<file path="config.mk">
export PLATFORM = sky130hd
export DESIGN_NAME = fltpe_walk
export DESIGN_NICKNAME = d
export VERILOG_FILES = /design/src/design/fltpe_pkg.sv /design/src/design/fltpe_walk.sv
export SDC_FILE = /design/constraint.sdc
export NUM_CORES = 1
export LEC_CHECK = 0
export BUFFER_PORTS_ARGS = -buffer_cell sky130_fd_sc_hd__clkbuf_2
export CAP_MARGIN = 20
export CORE_ASPECT_RATIO = 0.5
export CORE_MARGIN = 2
export CORE_UTILIZATION = 58
export DETAILED_ROUTE_END_ITERATION = 12
export PLACE_DENSITY = 0.87
export SYNTH_ARGS = -nofsm -noshare
export SYNTH_HDL_FRONTEND = slang
export SYNTH_SLANG_ARGS = --single-unit
</file>
<file path="constraint.sdc">
create_clock -name clk -period 12.9 [get_ports clk]
set_clock_uncertainty 0.2 [all_clocks]
set_input_delay 2.58 -clock clk [delete_from_list [all_inputs] [get_ports clk]]
set_output_delay 2.58 -clock clk [all_outputs]
set_load 0.1 [all_outputs]
</file>
<file path="src/design/fltpe_pkg.sv">
`timescale 1ns / 1ps
package fltpe_pkg;

  localparam int MAX_TABLES_DEF    = 16;
  localparam int ENTRIES_PER_TABLE = 512;
  localparam int IDX_W             = 9;
  localparam int USED_W            = 9;
  localparam int FRAME_W           = 40;
  localparam int VA_W              = 48;
  localparam int PA_W              = 52;
  localparam int ENTRY_W           = 64;

  localparam logic [VA_W-1:0] KERNEL_HALF_RESET = 48'h8000_0000_0000;

  localparam logic [1:0] OP_MAP       = 2'd0;
  localparam logic [1:0] OP_UNMAP     = 2'd1;
  localparam logic [1:0] OP_TRANSLATE = 2'd2;
  localparam logic [1:0] OP_CHECK     = 2'd3;

  localparam logic [2:0] ST_OK          = 3'd0;
  localparam logic [2:0] ST_NOT_MAPPED  = 3'd1;
  localparam logic [2:0] ST_KERNEL_HALF = 3'd2;
  localparam logic [2:0] ST_EXHAUSTED   = 3'd3;
  localparam logic [2:0] ST_NO_ACCESS   = 3'd4;

  localparam int E_PRESENT = 0;
  localparam int E_USER    = 2;

  localparam logic REG_POOL_FRAME  = 1'b0;
  localparam logic REG_KERNEL_HALF = 1'b1;

  typedef struct packed {
    logic we;
    logic re;
  } mem_ctl_t;

endpackage

</file>
<file path="src/design/fltpe_walk.sv">
`timescale 1ns / 1ps
module fltpe_walk #(
  parameter int MAX_TABLES = fltpe_pkg::MAX_TABLES_DEF,
  parameter int TW = $clog2(MAX_TABLES),
  parameter int AW = TW + fltpe_pkg::IDX_W
) (
  input  logic                             clk,
  input  logic                             rst,
  input  logic                             mem_busy,
  input  logic [fltpe_pkg::FRAME_W-1:0]    pool_frame,
  input  logic [fltpe_pkg::VA_W-1:0]       kernel_half,
  input  logic                             in_valid,
  output logic                             in_ready,
  input  logic [1:0]                       op,
  input  logic [fltpe_pkg::VA_W-1:0]       virt_addr,
  input  logic [fltpe_pkg::PA_W-1:0]       phys_addr,
  input  logic                             user_flag,
  input  logic [1:0]                       cache_bits,
  output logic                             out_valid,
  input  logic                             out_ready,
  output logic [2:0]                       status,
  output logic [fltpe_pkg::PA_W-1:0]       phys_result,
  output logic                             unmapped,
  output fltpe_pkg::mem_ctl_t              mem_ctl,
  output logic [AW-1:0]                    mem_addr,
  output logic [fltpe_pkg::ENTRY_W-1:0]    mem_wdata,
  input  logic [fltpe_pkg::ENTRY_W-1:0]    mem_rdata
);
  import fltpe_pkg::*;

  localparam logic [2:0] S_IDLE = 3'd0;
  localparam logic [2:0] S_RD   = 3'd1;
  localparam logic [2:0] S_CHK  = 3'd2;
  localparam logic [2:0] S_DEC  = 3'd3;
  localparam logic [2:0] S_LEAF = 3'd4;
  localparam logic [2:0] S_FIN  = 3'd5;

  logic [2:0]         st;
  logic [1:0]         lvl;
  logic               pass2;
  logic [TW-1:0]      tbl;
  logic [USED_W-1:0]  used;
  logic [1:0]         need;
  logic [1:0]         r_op;
  logic [VA_W-1:0]    r_va;
  logic [PA_W-1:0]    r_pa;
  logic               r_user;
  logic [1:0]         r_cache;
  logic [2:0]         res_status;
  logic [PA_W-1:0]    res_phys;
  logic               res_unm;

  logic [IDX_W-1:0]   idx;
  logic [FRAME_W-1:0] rel;
  logic               ok_up;
  logic               usr_fail;
  logic [FRAME_W-1:0] new_frame;

  assign in_ready = (st == S_IDLE) && !mem_busy;

  always_comb begin
    case (lvl)
      2'd0:    idx = r_va[47:39];
      2'd1:    idx = r_va[38:30];
      2'd2:    idx = r_va[29:21];
      default: idx = r_va[20:12];
    endcase
  end

  assign rel       = mem_rdata[51:12] - pool_frame;
  assign ok_up     = mem_rdata[E_PRESENT] && (rel < FRAME_W'(used));
  assign usr_fail  = (r_op == OP_CHECK) && !mem_rdata[E_USER];
  assign new_frame = pool_frame + FRAME_W'(used);
  assign mem_addr  = {tbl, idx};

  always_comb begin
    mem_ctl   = '0;
    mem_wdata = '0;
    case (st)
      S_RD: begin
        mem_ctl.re = 1'b1;
      end
      S_CHK: begin
        if (lvl != 2'd3) begin
          if (r_op == OP_MAP && pass2) begin
            if (ok_up) begin
              mem_ctl.we = r_user && !mem_rdata[E_USER];
              mem_wdata  = mem_rdata | (ENTRY_W'(1) << E_USER);
            end else begin
              mem_ctl.we = 1'b1;
              mem_wdata  = {12'b0, new_frame, 9'b0, r_user, 1'b1, 1'b1};
            end
          end
        end else if (r_op == OP_UNMAP && mem_rdata[E_PRESENT]) begin
          mem_ctl.we = 1'b1;
        end
      end
      S_LEAF: begin
        mem_ctl.we = 1'b1;
        mem_wdata  = {12'b0, r_pa[51:12], 7'b0, r_cache[1], r_cache[0], r_user,
                      1'b1, 1'b1};
      end
      default: begin
        mem_ctl = '0;
      end
    endcase
  end

  always_ff @(posedge clk) begin
    if (rst) begin
      st        <= S_IDLE;
      used      <= USED_W'(1);
      out_valid <= 1'b0;
      lvl       <= '0;
      pass2     <= 1'b0;
      tbl       <= '0;
    end else begin
      if (out_valid && out_ready && st != S_FIN) begin
        out_valid <= 1'b0;
      end
      case (st)
        S_IDLE: begin
          if (in_valid && in_ready) begin
            r_op       <= op;
            r_va       <= virt_addr;
            r_pa       <= phys_addr;
            r_user     <= user_flag;
            r_cache    <= cache_bits;
            res_status <= ST_OK;
            res_phys   <= '0;
            res_unm    <= 1'b0;
            lvl        <= '0;
            tbl        <= '0;
            pass2      <= 1'b0;
            if (op == OP_MAP && user_flag && virt_addr >= kernel_half) begin
              res_status <= ST_KERNEL_HALF;
              st         <= S_FIN;
            end else begin
              st <= S_RD;
            end
          end
        end
        S_RD: begin
          st <= S_CHK;
        end
        S_CHK: begin
          if (lvl != 2'd3) begin
            if (r_op == OP_MAP && !pass2) begin
              if (!ok_up) begin
                need <= 2'd3 - lvl;
                st   <= S_DEC;
              end else begin
                tbl <= rel[TW-1:0];
                if (lvl == 2'd2) begin
                  need <= 2'd0;
                  st   <= S_DEC;
                end else begin
                  lvl <= lvl + 2'd1;
                  st  <= S_RD;
                end
              end
            end else if (r_op == OP_MAP) begin
              if (ok_up) begin
                tbl <= rel[TW-1:0];
              end else begin
                tbl  <= used[TW-1:0];
                used <= used + USED_W'(1);
              end
              lvl <= lvl + 2'd1;
              st  <= (lvl == 2'd2) ? S_LEAF : S_RD;
            end else if (usr_fail || !ok_up) begin
              res_status <= (r_op == OP_CHECK) ? ST_NO_ACCESS : ST_NOT_MAPPED;
              st         <= S_FIN;
            end else begin
              tbl <= rel[TW-1:0];
              lvl <= lvl + 2'd1;
              st  <= S_RD;
            end
          end else begin
            if (!mem_rdata[E_PRESENT] || usr_fail) begin
              res_status <= (r_op == OP_CHECK) ? ST_NO_ACCESS : ST_NOT_MAPPED;
            end else if (r_op == OP_UNMAP) begin
              res_unm <= 1'b1;
            end else if (r_op == OP_TRANSLATE) begin
              res_phys <= {mem_rdata[51:12], r_va[11:0]};
            end
            st <= S_FIN;
          end
        end
        S_DEC: begin
          if ({1'b0, used} + (USED_W + 1)'(need) > (USED_W + 1)'(MAX_TABLES)) begin
            res_status <= ST_EXHAUSTED;
            st         <= S_FIN;
          end else begin
            pass2 <= 1'b1;
            lvl   <= '0;
            tbl   <= '0;
            st    <= S_RD;
          end
        end
        S_LEAF: begin
          st <= S_FIN;
        end
        S_FIN: begin
          if (!out_valid || out_ready) begin
            status      <= res_status;
            phys_result <= res_phys;
            unmapped    <= res_unm;
            out_valid   <= 1'b1;
            st          <= S_IDLE;
          end
        end
        default: begin
          st <= S_IDLE;
        end
      endcase
    end
  end

endmodule

</file>
### Word-level counts from Yosys, hierarchy flattened

Cells that the tools add are included.

| storage, ports and cells | value |
|---|---|
| output and inout port bits | 137 |
| logic and storage cells | 168 |
| input bits | 262 |
| flip-flop bits (word level) | 239 |

| cells by class | value |
|---|---|
| add/subtract/negate cells | 6 |
| $lt $le $gt $ge | 3 |
| eq/ne operators | 30 |
| bitwise operators | 3 |
| mux-type cells | 69 |
| reductions and logical operators | 39 |

Operators with widths:

| operator | count |
|---|---|
| $mux 52 | 5 |
| $mux 64 | 3 |
| $pmux 64 s2 | 1 |
| $pmux 52 s2 | 1 |
| $mux 3 | 17 |
| $ge 48x48->1 | 1 |
| $add 40x9->40 | 1 |
| $lt 40x9->1 | 1 |
| $sub 40x40->40 | 1 |
| $mux 4 | 8 |
| $pmux 9 s3 | 1 |
| $mux 2 | 13 |
| $ne 3x3->1 const B | 7 |
| $ne 2x2->1 const B | 10 |
| $pmux 3 s6 | 1 |
| $reduce_and 7->1 | 2 |
| $mux 1 | 13 |
| $logic_and 1x1->1 | 12 |
| $pmux 4 s3 | 1 |
| $reduce_and 6->1 | 2 |
| $add 9x2->10 | 1 |
| $gt 10x5->1 const B | 1 |
| $reduce_and 5->1 | 2 |
| $add 9x1->9 const B | 1 |
| other kinds (22) | 44 |

### Longest topological paths before layout

| depth | value |
|---|---|
| depth after elaboration | 10 |
| depth in mapped cells | 21 |
| gate-level depth less buffers | 19 |

### Worst setup path before layout

Ideal clock, no wire load.

| path | value |
|---|---|
| path kind | input to output |
| start point | input mem_rdata[12] in the netlist's numbering |
| end point | output mem_wdata[13] in the netlist's numbering |
| path buffers | 1 |
| slack | 2231 ps |
| data required time | 10120 ps |
| stages on the path | 19 |
| data arrival time | 7889 ps |
| cells stage by stage | inv_1 -> ha_1 -> fa_1 -> nand2b_1 -> a21oi_1 -> o22ai_1 -> xnor2_1 -> ha_1 -> inv_1 -> o211a_1 -> o221ai_1 -> nor3b_1 -> inv_1 -> nor4_1 -> nand4_1 -> nor4b_4 -> buf_6 -> mux2_2 -> o21ai_0 |

| between the ends | value |
|---|---|
| cells in the longest elaborated chain, start to end | 7 |

RTL lines:

| what | line | source |
|---|---|---|
| start: declaration | fltpe_walk.sv:27 | `input logic [fltpe_pkg::ENTRY_W-1:0] mem_rdata` |
| $sub 40x40->40 | fltpe_walk.sv:70 | `assign rel = mem_rdata[51:12] - pool_frame;` |
| $lt 40x9->1 | fltpe_walk.sv:71 | `assign ok_up = mem_rdata[E_PRESENT] && (rel < FRAME_W'(used));` |
| $logic_and 1x1->1 | fltpe_walk.sv:71 |  |
| $mux 64 | fltpe_walk.sv:86 | `if (ok_up) begin` |
| $mux 64 | fltpe_walk.sv:85 | `if (r_op == OP_MAP && pass2) begin` |
| $mux 64 | fltpe_walk.sv:84 | `if (lvl != 2'd3) begin` |
| $pmux 64 s2 | fltpe_walk.sv:79 | `case (st)` |
| end: declaration | fltpe_walk.sv:26 | `output logic [fltpe_pkg::ENTRY_W-1:0] mem_wdata,` |

No other way between the ends.

### Final worst setup path

| path | value |
|---|---|
| start point | input mem_rdata[12] in the netlist's numbering |
| end point | output mem_wdata[3] in the netlist's numbering |

The elaborated chain is that of the path after synthesis.

==> results.toml <==
[die]
die_y_um = 116
io_pins = 399
initial_core_util_pct = 59.9
die_x_um = 228
core-area_mm2 = 0.0243
die_area_mm2 = 0.0265
rows = 40

[synthesis]
synth-seq-area-share_pct = 45.4
synth_top_family_by_area = "simple AND/OR/NAND/NOR gates"
synthTopCellsByArea = "edfxtp_1, ha_1, inv_1, nand2_1, xnor2_1"
ys_types = 93
synth-edff-count = 207
yosys.area_share.simple_pct = 16.6
syn-num-nets = 1825
syn_inst = 1449
synth_top_cell_area_share_pct = 42.7
synth_area_mm2 = 0.0146
synthAdderAreaFrac_pct = 9.95
yosys_warnings = 0
synthFlopType = "edfxtp_1"
synth_compound_area_share_pct = 15.7
post_synth.cell_area_avg_um2 = 10.1
async_reset_ff_share_pct = 0
yosysTopAreaCell = "edfxtp_1"
synthXorXnorAreaFrac_pct = 3.55
synth_mux_area_share_pct = 3.43
ys_ff_latch = 227

[clock_network]
cts_tree = "built"
post_cts_buffers = 0
clk_path_buf_depth = 3
clock-sinks = 227
insertion_delay_ns = 0.53
clkSlewWorstSetupHoldPaths_ns = 0.06
cts_made_buffers = 20
cts_root_buf = "clkbuf_16"
htreeDepth = 1
cts_resized = 0
hold_buffers = 0

[setup_path]
crit_top_cell = "inv_1"
cp.buffers_inverters = 6
path_cells = "clkbuf_2, inv_1, ha_1, fa_1, nand2b_1, a21oi_1, o22ai_1, xnor2_1, ha_1, inv_1, o211a_1, o221ai_1, nor3b_1, inv_1, nor4_1, nand4_1, nor4b_4, inv_4, nor2_4, a22o_1, clkbuf_2"
crit_path_start = "mem_rdata[12]"
crit_end = "mem_wdata[3]"
critPathCaptureType = "output pin"
worstPathRequired_ns = 10.12
critical-path-top-delay-family = "simple AND/OR/NAND/NOR gates"
max_stage_delay_ns = 0.97
reg2reg_slack_ns = 7.87
crit_fanout = 27
cp_num_cells = 21
startpoint_type = "primary input"
ff2ff_path_depth = 14
crit_arrival_ns = 8.36
crit_type = "in -> out"
rr_startpoint = "used[1]"
crit_slowest_cell = "nor4b_4"
rr_endpoint = "tbl[3]"

[routing]
top_layer_used = "met4"
ant_nets = 0
wl_per_cell_um = 20.7
drcViolationCount = 0
via_count = 13019
wl_um = 44600
viasPerCell = 6.03
first_pass_iters = 7
first_iter_violations = 1570
m1WireLength_um = 17700
wl_met3_um = 4150
route.met2.wl_um = 21200

[timing]
timing.final.max_slew_violations = 0
worst-slew-pin-transition_ns = 1.11
period_minus_slack_ns = 11.14
fin_setup_tns_ns = 0
fmax_mhz = 89.8
fin_crit_sh_pct = 86.4
setup_violations = 0
relSlewSlack_pct = 25.8
hold_viol = 0
rsz0062_at_grt = "false"

[place]
portBuffers = 386
routabilityCongestion = 0.971
dp_hpwl_um = 34400
dp_cells = 2123

[worst_hold_path]
hp-class = "reg -> reg"
min-delay-start = "res_phys[36]"

[flow_run]
drv_cap = 0

[status]
status = "finished, final reports clean"

[power_and_ir_drop]
p_leak_uw = 0.00792
vdd_drop_max_v = 0.0000993
cellPowerDensity_mw_per_mm2 = 103

[grt]
grt_usage_pct = 32.4
grt_antenna_before_repair = 1
grt_overflow = 0
grt_pass1_vias = 12241
grt_pass1_wl_um = 66200
grt_max_degree = 79

[cells_and_area]
fin_cells = 2160
drive_gt1_share_pct = 25.7
syn_to_final_growth_pct = 19.7
fillCellCount = 1817
fin_nets = 2186
-- cells by family after synthesis --
group / Yosys count
simple gates: 467
compound gates: 339
flops: 227
buf+inv: 194
fa+ha+maj: 114
xor+xnor: 59
mux: 49
-- cell usage after synthesis (4+ instances only) --
library cell  instances
inv_1               137
o21a_1               11
o21ai_1              38
nor2_1               91
a21oi_1              81
a21o_1               35
buf_2                10
o21ai_0              53
a31oi_1               9
nor4_1                9
nor3_1               27
a211oi_1              7
and4_1                9
a21boi_0              8
buf_6                 4
clkbuf_1             38
o21bai_1              4
nor2b_1               9
nand2_1             129
and3_1               60
and2_1               22
a222oi_1              9
mux2_1                4
o211ai_1             10
a21oi_2               5
edfxtp_1            207
or2_2                 6
xnor2_1              51
nor3b_1               8
nand4_1              27
dfxtp_1              20
xor2_1                8
ha_1                111
o31ai_1               6
a211o_1               6
o2bb2ai_1             4
nand2b_1             11
mux2i_1              42
nand3_1              27
a2111o_1              4
or3_1                 9
-- cells in the final DEF (no fill, tap or decap), types with 35 or more instances in the layout --
cell type,count
clkbuf_2,386
edfxtp_1,207
inv_1,137
nand2_1,129
ha_1,111
nor2_1,88
a21oi_1,80
and3_1,60
o21ai_0,53
xnor2_1,51
mux2i_1,42
o21ai_1,38
a21o_1,35
-- flip-flops by register name (all words and copies together), names as in the netlist, 3 cells and up --
name / count
st: 3
status: 3
tbl: 4
res_phys: 52
used: 9
r_va: 48
r_pa: 40
phys_result: 52
res_status: 3
-- report_power, final --
part           total, uW  internal, uW  switching [uW]  leakage [uW]
logic                374           134             240       0.00559
clock network        592           310             282      0.000307
registers            830           823            7.57       0.00202
total               1800          1270             530       0.00792
-- metrics by stage --
step           hold slack (ns)  area, um^2  utilization [%]  setup WS [ns]  power (uW)
2_1_floorplan            0.200       14600                -           2.23        1090
6_report                 0.218       17400             71.7           1.76        1800
3_3_place_gp             0.200       16800             68.9           2.00        1200
4_1_cts                  0.218       17400             71.5           1.95        1790
3_5_place_dp             0.205       16800             68.9           2.00        1210
5_1_grt                  0.224       17400             71.7           1.49        1860
-- area by class of cell --
class | instances | area, um^2 | area share (%)
inverters | 138 | 520 | 2.99
flip-flops and latches | 227 | 6620 | 38.0
clock buffers | 20 | 500 | 2.87
repair buffers | 395 | 2020 | 11.6
clock inverters | 15 | 141 | 0.811
well taps | 336 | 420 | 2.41
diodes | 1 | 2.50 | 0.0144
multi-input cells | 1028 | 7210 | 41.3
-- worst min-delay path by stage --
stage / to / depth (start not counted)
5_1_grt: phys_result[16] / 0
3_5_place_dp: phys_result[16] / 0
6_report: phys_result[36] / 0
4_1_cts: phys_result[49] / 0
3_3_place_gp: phys_result[32] / 0
2_1_floorplan: phys_result[0] / 0
-- metal layers --
metal  GRT usage, %  vias to the layer above
li1               -                     6034
met1           42.2                     6197
met2           54.3                      662
met3           7.43                      126
met4           11.0                        0
met5              0                        -
(Power assumes the default switching activity.)
